--- src/sv/dmt_pkg.sv ---
`timescale 1ns / 1ps

package dmt_pkg;

  // Fixed field widths of the channels
  localparam int KIND_W   = 2;
  localparam int SAMPLE_W = 24;
  localparam int MS_W     = 32;

  // Defaults for the top-level parameters
  localparam int DMT_COUNTER_BITS = 24;
  localparam int DMT_CYCLE_SHIFT  = 5;
  localparam int DMT_US_PER_MS    = 1000;

  // Request codes; code 3 has no meaning and reports the state like a stopped read
  typedef enum logic [KIND_W-1:0] {
    KIND_START = 2'd0,
    KIND_READ  = 2'd1,
    KIND_STOP  = 2'd2
  } kind_t;

  // Sequencer states
  typedef enum logic [4:0] {
    ST_IDLE = 5'b00001,
    ST_ACC  = 5'b00010,
    ST_ADD  = 5'b00100,
    ST_DIV  = 5'b01000,
    ST_RESP = 5'b10000
  } state_t;

  // Divider handshake
  typedef struct packed {
    logic start;
  } dmt_div_ctl_t;

  typedef struct packed {
    logic busy;
    logic done;
  } dmt_div_sts_t;

endpackage

--- src/sv/dmt_ifs.sv ---
`timescale 1ns / 1ps

// Request channel: kind plus counter sample
interface dmt_in_if import dmt_pkg::*; ();
  logic                valid;
  logic                ready;
  logic [KIND_W-1:0]   kind;
  logic [SAMPLE_W-1:0] counter_sample;

  modport source (output valid, output kind, output counter_sample, input ready);
  modport sink   (input valid, input kind, input counter_sample, output ready);
endinterface

// Result channel: millisecond count plus running flag
interface dmt_out_if import dmt_pkg::*; ();
  logic            valid;
  logic            ready;
  logic [MS_W-1:0] milliseconds;
  logic            clock_running;

  modport source (output valid, output milliseconds, output clock_running, input ready);
  modport sink   (input valid, input milliseconds, input clock_running, output ready);
endinterface

--- src/sv/dmt_div.sv ---
`timescale 1ns / 1ps

// Division by a constant through a scaled reciprocal multiply.
// Quotient and remainder are registered and valid with done.
// The reciprocal is rounded up, so the quotient is exact for every dividend below 2^DW.
module dmt_div import dmt_pkg::*; #(
  parameter int DW      = 21,
  parameter int RW      = 10,
  parameter int DIVISOR = DMT_US_PER_MS
) (
  input  logic          clk,
  input  logic          rst_n,
  input  dmt_div_ctl_t  ctl,
  input  logic [DW-1:0] dividend,
  output dmt_div_sts_t  sts,
  output logic [DW-1:0] quotient,
  output logic [RW-1:0] remainder
);

  localparam int LW = $clog2(DIVISOR);
  localparam int SH = DW + LW;
  localparam int MW = DW + 2;
  localparam int PW = SH + DW;
  localparam logic [63:0] RECIP_L =
    ((64'd1 << SH) + 64'(DIVISOR) - 64'd1) / 64'(DIVISOR);
  localparam logic [MW-1:0] RECIP_C = MW'(RECIP_L);
  localparam logic [DW-1:0] DIV_C   = DW'(DIVISOR);

  logic [DW-1:0] dvd_r, dvd_nxt;
  logic [PW-1:0] prod_r, prod_nxt;
  logic [DW-1:0] quot_r, quot_nxt;
  logic [RW-1:0] rem_r, rem_nxt;
  logic          busy_r, busy_nxt;
  logic          mul_r, mul_nxt;    // product step still to run
  logic          done_r, done_nxt;

  logic [DW-1:0] q_est;
  logic [DW-1:0] q_times_d;
  logic [DW-1:0] r_full;

  // Quotient from the scaled product, remainder by back-multiply
  assign q_est     = prod_r[SH +: DW];
  assign q_times_d = q_est * DIV_C;
  assign r_full    = dvd_r - q_times_d;

  always_comb begin
    dvd_nxt  = dvd_r;
    prod_nxt = prod_r;
    quot_nxt = quot_r;
    rem_nxt  = rem_r;
    busy_nxt = busy_r;
    mul_nxt  = mul_r;
    done_nxt = 1'b0;
    if (ctl.start) begin
      dvd_nxt  = dividend;
      busy_nxt = 1'b1;
      mul_nxt  = 1'b1;
    end else if (busy_r && mul_r) begin
      prod_nxt = PW'(dvd_r) * PW'(RECIP_C);
      mul_nxt  = 1'b0;
    end else if (busy_r) begin
      quot_nxt = q_est;
      rem_nxt  = r_full[RW-1:0];
      busy_nxt = 1'b0;
      done_nxt = 1'b1;
    end
  end

  always_ff @(posedge clk) begin
    if (!rst_n) begin
      busy_r <= 1'b0;
      mul_r  <= 1'b0;
      done_r <= 1'b0;
    end else begin
      busy_r <= busy_nxt;
      mul_r  <= mul_nxt;
      done_r <= done_nxt;
    end
  end

  always_ff @(posedge clk) begin
    dvd_r  <= dvd_nxt;
    prod_r <= prod_nxt;
    quot_r <= quot_nxt;
    rem_r  <= rem_nxt;
  end

  assign sts.busy  = busy_r;
  assign sts.done  = done_r;
  assign quotient  = quot_r;
  assign remainder = rem_r;

endmodule

--- src/sv/down_counter_millisecond_timebase.sv ---
`timescale 1ns / 1ps

// Channel  | Dir | Handshake    | Payload
// ---------+-----+--------------+------------------------------------
// in_ch    | in  | valid/ready  | kind[1:0], counter_sample[23:0]
// out_ch   | out | valid/ready  | milliseconds[31:0], clock_running
//
// Start, stop, an idle read or unused kind: result valid the cycle after accept.
// Read while running: result valid after these steps in order: cycle sum and shift,
// divider start, reciprocal multiply and back-multiply in the divider, then the count update.
// One request at a time: in_ch.ready is high only when no result is pending.
// A result holds on out_ch until its beat is taken.
// Reset (rst_n low, synchronous) stops the clock and clears all counts.
module down_counter_millisecond_timebase import dmt_pkg::*; #(
  parameter int COUNTER_BITS = DMT_COUNTER_BITS,
  parameter int CYCLE_SHIFT  = DMT_CYCLE_SHIFT,
  parameter int US_PER_MS    = DMT_US_PER_MS
) (
  input  logic      clk,
  input  logic      rst_n,
  dmt_in_if.sink    in_ch,
  dmt_out_if.source out_ch
);

  localparam int CB    = COUNTER_BITS;
  localparam int SUM_W = CB + 1;
  localparam int USP_W = SUM_W - CYCLE_SHIFT;
  localparam int USR_W = $clog2(US_PER_MS);
  localparam int US_W  = ((USP_W > USR_W) ? USP_W : USR_W) + 1;
  localparam int CR_W  = (CYCLE_SHIFT == 0) ? 1 : CYCLE_SHIFT;
  localparam logic [CR_W-1:0] CR_MASK = CR_W'((64'd1 << CYCLE_SHIFT) - 64'd1);

  state_t            state_r, state_nxt;
  logic [MS_W-1:0]   ms_count_r, ms_count_nxt;
  logic [USR_W-1:0]  us_rem_r, us_rem_nxt;
  logic [CR_W-1:0]   cyc_rem_r, cyc_rem_nxt;
  logic [CB-1:0]     last_r, last_nxt;
  logic              running_r, running_nxt;
  logic [CB-1:0]     diff_r, diff_nxt;
  logic [USP_W-1:0]  usp_r, usp_nxt;

  logic [CB-1:0]     sample;
  logic [SUM_W-1:0]  sum;
  logic [US_W-1:0]   dividend;
  logic              in_beat;
  logic              out_beat;

  dmt_div_ctl_t      div_ctl;
  dmt_div_sts_t      div_sts;
  logic [US_W-1:0]   div_quot;
  logic [USR_W-1:0]  div_rem;

  assign in_beat  = in_ch.valid && in_ch.ready;
  assign out_beat = out_ch.valid && out_ch.ready;
  assign sample   = CB'(in_ch.counter_sample);

  // Elapsed cycles plus carried cycles, then whole microseconds plus carried ones
  assign sum      = SUM_W'(diff_r) + SUM_W'(cyc_rem_r);
  assign dividend = US_W'(usp_r) + US_W'(us_rem_r);

  // Sequencer
  always_comb begin
    state_nxt    = state_r;
    ms_count_nxt = ms_count_r;
    us_rem_nxt   = us_rem_r;
    cyc_rem_nxt  = cyc_rem_r;
    last_nxt     = last_r;
    running_nxt  = running_r;
    diff_nxt     = diff_r;
    usp_nxt      = usp_r;
    div_ctl      = '0;
    unique case (state_r)
      ST_IDLE: begin
        if (in_beat) begin
          state_nxt = ST_RESP;
          unique case (in_ch.kind)
            KIND_START: begin
              if (!running_r) begin
                ms_count_nxt = '0;
                us_rem_nxt   = '0;
                cyc_rem_nxt  = '0;
                last_nxt     = sample;
                running_nxt  = 1'b1;
              end
            end
            KIND_READ: begin
              if (running_r) begin
                diff_nxt  = last_r - sample;
                last_nxt  = sample;
                state_nxt = ST_ACC;
              end
            end
            KIND_STOP: begin
              last_nxt    = '0;
              cyc_rem_nxt = '0;
              us_rem_nxt  = '0;
              running_nxt = 1'b0;
            end
            default: begin
              // unused code: report state only
            end
          endcase
        end
      end
      ST_ACC: begin
        cyc_rem_nxt = sum[CR_W-1:0] & CR_MASK;
        usp_nxt     = USP_W'(sum >> CYCLE_SHIFT);
        state_nxt   = ST_ADD;
      end
      ST_ADD: begin
        div_ctl.start = 1'b1;
        state_nxt     = ST_DIV;
      end
      ST_DIV: begin
        if (div_sts.done) begin
          ms_count_nxt = ms_count_r + MS_W'(div_quot);
          us_rem_nxt   = div_rem;
          state_nxt    = ST_RESP;
        end
      end
      ST_RESP: begin
        if (out_beat) begin
          state_nxt = ST_IDLE;
        end
      end
      default: begin
        state_nxt = ST_IDLE;
      end
    endcase
  end

  always_ff @(posedge clk) begin
    if (!rst_n) begin
      state_r    <= ST_IDLE;
      ms_count_r <= '0;
      us_rem_r   <= '0;
      cyc_rem_r  <= '0;
      last_r     <= '0;
      running_r  <= 1'b0;
    end else begin
      state_r    <= state_nxt;
      ms_count_r <= ms_count_nxt;
      us_rem_r   <= us_rem_nxt;
      cyc_rem_r  <= cyc_rem_nxt;
      last_r     <= last_nxt;
      running_r  <= running_nxt;
    end
  end

  // Datapath holding registers
  always_ff @(posedge clk) begin
    diff_r <= diff_nxt;
    usp_r  <= usp_nxt;
  end

  // Microseconds to milliseconds
  dmt_div #(
    .DW      (US_W),
    .RW      (USR_W),
    .DIVISOR (US_PER_MS)
  ) u_div (
    .clk       (clk),
    .rst_n     (rst_n),
    .ctl       (div_ctl),
    .dividend  (dividend),
    .sts       (div_sts),
    .quotient  (div_quot),
    .remainder (div_rem)
  );

  // Handshake and result
  assign in_ch.ready          = (state_r == ST_IDLE);
  assign out_ch.valid         = (state_r == ST_RESP);
  assign out_ch.milliseconds  = ms_count_r;
  assign out_ch.clock_running = running_r;

  // Checks
  a_no_overlap: assert property (@(posedge clk) disable iff (!rst_n)
    in_ch.ready |-> !out_ch.valid)
    else $error("request taken while a result is pending");

  a_us_rem_bound: assert property (@(posedge clk) disable iff (!rst_n)
    (32'(us_rem_r) < 32'(US_PER_MS)))
    else $error("microsecond remainder out of range");

  a_stop_clears: assert property (@(posedge clk) disable iff (!rst_n)
    (in_beat && (in_ch.kind == KIND_STOP)) |=> (!running_r && (cyc_rem_r == '0)))
    else $error("stop did not halt the clock");

  a_div_in_state: assert property (@(posedge clk) disable iff (!rst_n)
    (div_sts.busy || div_sts.done) |-> (state_r == ST_DIV))
    else $error("divider active outside divide step");

endmodule
--- src/flat_wrapper.sv ---
// flat-port wrapper written by rule: the top's interface ports become plain ports
module down_counter_millisecond_timebase_flat import dmt_pkg::*;
#(
  parameter int COUNTER_BITS = DMT_COUNTER_BITS,
  parameter int CYCLE_SHIFT  = DMT_CYCLE_SHIFT,
  parameter int US_PER_MS    = DMT_US_PER_MS
)
  (clk, rst_n, in_ch_valid, in_ch_kind, in_ch_counter_sample, in_ch_ready, out_ch_valid, out_ch_milliseconds, out_ch_clock_running, out_ch_ready);
  dmt_in_if in_ch_i ();
  dmt_out_if out_ch_i ();
  input  logic clk;
  input  logic rst_n;
  input wire logic [$bits(in_ch_i.valid)-1:0] in_ch_valid;
  input wire logic [$bits(in_ch_i.kind)-1:0] in_ch_kind;
  input wire logic [$bits(in_ch_i.counter_sample)-1:0] in_ch_counter_sample;
  output wire logic [$bits(in_ch_i.ready)-1:0] in_ch_ready;
  output wire logic [$bits(out_ch_i.valid)-1:0] out_ch_valid;
  output wire logic [$bits(out_ch_i.milliseconds)-1:0] out_ch_milliseconds;
  output wire logic [$bits(out_ch_i.clock_running)-1:0] out_ch_clock_running;
  input wire logic [$bits(out_ch_i.ready)-1:0] out_ch_ready;
  assign in_ch_i.valid = in_ch_valid;
  assign in_ch_i.kind = in_ch_kind;
  assign in_ch_i.counter_sample = in_ch_counter_sample;
  assign in_ch_ready = in_ch_i.ready;
  assign out_ch_valid = out_ch_i.valid;
  assign out_ch_milliseconds = out_ch_i.milliseconds;
  assign out_ch_clock_running = out_ch_i.clock_running;
  assign out_ch_i.ready = out_ch_ready;
  down_counter_millisecond_timebase #(.COUNTER_BITS(COUNTER_BITS), .CYCLE_SHIFT(CYCLE_SHIFT), .US_PER_MS(US_PER_MS)) u_core (.clk(clk), .rst_n(rst_n), .in_ch(in_ch_i), .out_ch(out_ch_i));
endmodule
--- config.mk ---
export PLATFORM = sky130hd
export DESIGN_NAME = down_counter_millisecond_timebase_flat
export DESIGN_NICKNAME = d
export VERILOG_FILES = /design/src/sv/dmt_pkg.sv /design/src/sv/dmt_ifs.sv /design/src/sv/dmt_div.sv /design/src/sv/down_counter_millisecond_timebase.sv /design/src/flat_wrapper.sv
export SDC_FILE = /design/constraint.sdc
export NUM_CORES = 1
export LEC_CHECK = 0
export ABC_CLOCK_PERIOD_IN_PS = 12900
export BUFFER_PORTS_ARGS = -buffer_cell sky130_fd_sc_hd__buf_2
export CORE_UTILIZATION = 69
export DETAILED_ROUTE_END_ITERATION = 8
export PLACE_DENSITY_LB_ADDON = 0.25
export SETUP_SLACK_MARGIN = 0.5
export SLEW_MARGIN = 20
export SYNTH_ARGS = -nofsm -noshare
export SYNTH_HDL_FRONTEND = slang
export SYNTH_SLANG_ARGS = --single-unit
--- constraint.sdc ---
create_clock -name clk -period 12.9 [get_ports clk]
set_input_delay 1.935 -clock clk [delete_from_list [all_inputs] [get_ports clk]]
set_output_delay 1.935 -clock clk [all_outputs]
set_load 0.02 [all_outputs]
* Word-level counts from Yosys, hierarchy flattened
Index checks and enable logic that the tools add are counted.
Storage, ports and cells: output and inout bits 35, input bits 30, register bits 208, word-level logic and storage cells 91
Operators by class: bitwise gates (word level) 3, mux-type cells 30, multiply operators 2, equality and inequality tests 17, reductions and logical operators 19, $add $sub $neg 5
Operators by type and width (count):
- $mux 32 | 4
- $pmux 24 s3 | 1
- $pmux 32 s2 | 1
- $mux 24 | 2
- $mul 21x20->41 const B | 1
- $pmux 10 s2 | 2
- $mux 5 | 7
- $add 32x12->32 | 1
- $mux 10 | 3
- $add 24x5->25 | 1
- $pmux 5 s5 | 1
- $sub 24x24->24 | 1
- $add 20x10->21 | 1
- $pmux 5 s2 | 2
- $reduce_and 5->1 | 3
- $mul 12x7->7 const B | 1
- $ne 2x2->1 const B | 6
- $sub 10x10->10 | 1
- $reduce_and 3->1 | 3
- $reduce_and 4->1 | 2
- $reduce_bool 2->1 | 4
- $mux 1 | 6
- $ne 3x3->1 const B | 2
- $eq 5x1->1 const B | 1
- other kinds (14) | 19

* Longest topological paths before layout
depth after elaboration 4, depth in mapped cells 20, gate-level depth less buffers 20

* By module
Synthesis repeated with hierarchy kept, for this count alone.
Unflattened totals: cells, all modules 1631, area, all modules 15881.5 µm²
Modules (own cells, without submodules):
- down_counter_millisecond_timebase | sequential area each 2862.7 µm², times used 1, area an instance 7941.4 µm², cells each 907
- dmt_div | sequential area each 1711.6 µm², times used 1, area an instance 7940.1 µm², cells each 724

* Worst setup path after synthesis
Ideal clock, no wire load.
kind flip-flop to flip-flop, from reg u_core.u_div.dvd_r[7], to reg u_core.u_div.prod_r[42] (data pin), arrival 5.597 ns, buffers on the path 0, data required time 12.645 ns, stages on the path, launching flop included 21, library setup time 0.255 ns, period minus slack after synthesis 5.852 ns, slack 7.048 ns, path through edfxtp_1 -> ha_1 -> ha_1 -> fa_1 -> inv_1 -> fa_1 -> inv_1 -> fa_1 -> fa_1 -> inv_1 -> fa_1 -> inv_1 -> ha_1 -> nor4_1 -> o21ai_1 -> a2111o_1 -> a221oi_2 -> a211oi_1 -> o32ai_2 -> o21bai_1 -> and2_1
On the way: word-level cells in the longest chain between the ends 1
RTL lines:
- start, declared | line dmt_div.sv:29 | logic [DW-1:0] dvd_r, dvd_nxt;
- start signal, assigned | line dmt_div.sv:82 | dvd_r <= dvd_nxt;
- $mul 21x20->41 | line dmt_div.sv:59 | prod_nxt = PW'(dvd_r) * PW'(RECIP_C);
- end signal, assigned | line dmt_div.sv:83 | prod_r <= prod_nxt;
- end, declared | line dmt_div.sv:30 | logic [PW-1:0] prod_r, prod_nxt;
Every way passes these cells. A chain may end at the register's enable or synchronous reset.

* Final worst setup path
Ends and elaborated chain as after synthesis.

==> results.cfg <==
[clocking]
cts_resized = 0
cts-root-buf = clkbuf_16
clk_latency_ns = 0.44
cts_buffers = 17
post_cts_buffers = 0
clk_pin_slew_ns = 0.08
ctsHoldBuffers = 0
ctsLongestPathBuffers = 2
cts_max_level = 4
cts_tree = built
cts_sinks = 179

[logic_synthesis]
synth-warning-count = 0
yosys.cell_types.count = 67
synth_seq_cells = 179
synthFlopType = edfxtp_1
synth_area_leaders = ha_1 20%, edfxtp_1 20%, fa_1 13%
seq_area_frac_synth_pct = 30.3
async_flop_share_pct = 0
avgSynthCellArea_um2 = 9.94
postSynthCellCount = 1516
netlist_area_um2 = 15100
yosysTopAreaCell = ha_1
synth_top_area_share_pct = 20.1
synthesis.nets = 1887
synth_edf_count = 99

[detailed_routing]
drc = 0
wl_per_cell_um = 17.5
drt_wl_total_um = 32700
viasPerCell = 5.88
ant_nets = 0
drtIter0Drc = 654
dr.pass1.iters = 7
vias = 11000

[placement]
hpwlAfterDp_um = 25600
gp_congestion = 0.913
port_buffers = 64
dp_slack_ns = 6.56

[hold_path]
min-delay-start = u_core.u_div.prod_r[39]
min_to = u_core.u_div.quotient[8]
hp-class = flip-flop to flip-flop
holdPathStages = 0

[timing]
worst_slack_ns = 6.56
hold_viol = 0
finalSetupTns_ns = 0
clock_skew_ns = 0.0162
finalMaxSlewViolations = 0
max_freq_ghz = 0.158
tightestPinTransition_ns = 1.09
final-setup-viol-count = 0
min_period_ns = 6.34
max_slew_margin_pct = 27.2
finalCritPeriodShare_pct = 49.1
rsz0062_at_grt = no

[global_routing]
overflow = 0
track_usage_pct = 30.6
grt_busiest_layer = met2
grt_max_degree = 62
grt_use_met3_pct = 4.24
grtUsageMet2_pct = 54.5
grt_pass1_vias = 11100
antenna_found_initial = 0
grt_pass1_wl_um = 53200
met1_usage_pct = 37.6

[power]
p_leak_nw = 7.67
switching_share_pct = 26.2
combPwrFrac_pct = 7.3
p_switching_mw = 0.329
p_int_mw = 0.929
powerDensity_nw_per_um2 = 77.0
clkPwrFrac_pct = 44.3
pwr-share-seq_pct = 48.3
worst_ir_drop_vdd_mv = 0.0973

[setup_path]
crit_path_end_kind = flip-flop
worstSetupPathType = flip-flop to flip-flop
start_kind = flip-flop
ff2ff_setup_slack_ns = 6.56
crit_arrival_ns = 6.54
path_max_fanout = 7
r2r-start = u_core.u_div.dvd_r[7]
cp_data_required_time_ns = 13.10
worst-r2r-cell-count = 20
reg2reg_to = u_core.u_div.prod_r[42]

[die]
io_pins = 65
fp.dieW_um = 150
die_area_um2 = 22400
coreArea_um2 = 21200
row_count = 53
floorplan.initialDensity_pct = 71.0
die_y_um = 150

[finish]
diodes = 0
fin_nets = 1949
syn_to_final_growth_pct = 8.43
drive_gt1_share_pct = 7.23

[outcome]
outcome = completed

[job]
maxCapViolations = 0
-- cells in the mapped netlist (30+ instances only) --
cell type / count
xor2_1: 30
nand2_1: 92
dfxtp_1: 80
inv_1: 254
a21oi_1: 59
edfxtp_1: 99
fa_1: 99
nand3_1: 69
a21o_1: 36
a21boi_0: 49
ha_1: 242
xnor2_1: 67
o21ai_0: 35
nor2_1: 68
-- how the worst max path moves through the flow --
stage                                     start                       to  cells past startpoint
after CTS                 u_core.u_div.dvd_r[7]  u_core.u_div.prod_r[42]                     20
after global placement    u_core.u_div.dvd_r[7]  u_core.u_div.prod_r[42]                     20
after detailed placement  u_core.u_div.dvd_r[7]  u_core.u_div.prod_r[42]                     20
after global routing      u_core.u_div.dvd_r[7]  u_core.u_div.prod_r[42]                     20
after floorplan           u_core.u_div.dvd_r[7]  u_core.u_div.prod_r[42]                     20
final                     u_core.u_div.dvd_r[7]  u_core.u_div.prod_r[42]                     20
-- worst max-delay path: stages (launching register included) --
cell and delay, ns:
edfxtp_1 0.55, ha_1 0.34, ha_1 0.24, fa_1 0.54, inv_1 0.05, fa_1 0.48, inv_1 0.06, fa_1 0.51
fa_1 0.55, inv_1 0.05, fa_1 0.49, inv_1 0.04, ha_1 0.22, nor4_1 0.25, o21ai_1 0.11, a2111o_1 0.46
a221oi_2 0.29, a211oi_1 0.17, o32ai_2 0.37, o21bai_1 0.14, and2_1 0.18
-- sequential cells by signal, summed over array words and instances (netlist names) --
register and cells:
u_core.cyc_rem_r 5, u_core.diff_r 24, u_core.last_r 24, u_core.out_ch.clock_running 1, u_core.out_ch.milliseconds 32, u_core.state_r 5
u_core.u_div.busy_r 1, u_core.u_div.done_r 1, u_core.u_div.dvd_r 21, u_core.u_div.mul_r 1, u_core.u_div.prod_r 12, u_core.u_div.quotient 12
u_core.u_div.remainder 10, u_core.us_rem_r 10, u_core.usp_r 20
-- layout by cell type, fill, tap and decap left out, types with 4 or more instances in the layout --
| master | synthesis | layout |
|---|---|---|
| a211oi_1 | 11 | 11 |
| a21boi_0 | 49 | 49 |
| a21o_1 | 36 | 36 |
| a21oi_1 | 59 | 59 |
| a22oi_1 | 8 | 8 |
| and2_1 | 9 | 9 |
| and3_1 | 9 | 9 |
| and4_1 | 4 | 4 |
| buf_2 | 2 | 64 |
| buf_4 | 0 | 4 |
| clkbuf_16 | 0 | 17 |
| clkinv_8 | 0 | 4 |
| dfxtp_1 | 80 | 80 |
| edfxtp_1 | 99 | 99 |
| fa_1 | 99 | 99 |
| ha_1 | 242 | 242 |
| inv_1 | 254 | 254 |
| inv_12 | 0 | 4 |
| nand2_1 | 92 | 92 |
| nand2b_1 | 12 | 12 |
| nand3_1 | 69 | 69 |
| nand4_1 | 12 | 12 |
| nor2_1 | 68 | 67 |
| nor2b_1 | 25 | 25 |
| nor3_1 | 19 | 19 |
| nor4_1 | 7 | 7 |
| o2111ai_1 | 4 | 4 |
| o211ai_1 | 11 | 11 |
| o21a_1 | 13 | 13 |
| o21ai_0 | 35 | 35 |
| o21bai_1 | 7 | 7 |
| or3_1 | 7 | 7 |
| xnor2_1 | 67 | 67 |
| xor2_1 | 30 | 30 |
-- layout make-up --
class / count / area [um^2]
clock buffers: 17 / 425
clock inverters: 15 / 220
multi-input cells: 1058 / 9480
inverters: 254 / 953
flip-flops and latches: 179 / 4570
well taps: 275 / 344
fillers: 1428 / 4870
repair buffers: 68 / 350
-- metal layers --
metal	vias to the layer above	wire length, um
met5	-	0
met4	0	944
met3	63	1450
met2	310	16800
met1	5277	13500
li1	5319	-
-- per-stage QoR --
step | util, % | power, mW | instance area [um^2] | std cells | hold slack [ns]
4_1_cts | 77.0 | 1.26 | 16300 | 1866 | 0.425
6_report | 77.0 | 1.26 | 16300 | 1866 | 0.427
3_3_place_gp | 74.0 | 0.709 | 15700 | 1834 | 0.405
3_5_place_dp | 74.0 | 0.712 | 15700 | 1834 | 0.407
5_1_grt | 77.0 | 1.30 | 16300 | 1866 | 0.441
2_1_floorplan | - | 0.689 | 15100 | 1516 | 0.400
-- power groups by stage --
stage	combinational [mW]	clock, mW	sequential [mW]
after CTS	0.0920	0.564	0.608
after floorplan	0.0680	0	0.621
after global placement	0.0879	0	0.621
after global routing	0.103	0.586	0.609
after detailed placement	0.0905	0	0.621
final	0.0923	0.558	0.608
-- cell families after synthesis --
group / after synthesis / share of synthesized area (%)
buf+inv: 279 / 6.96
simple gates: 349 / 11.4
flops: 179 / 30.3
fa+ha+maj: 341 / 33.2
xor+xnor: 97 / 5.64
mux: 3 / 0.199
compound gates: 268 / 12.3
Note: power is estimated with default switching activity, not from simulation.
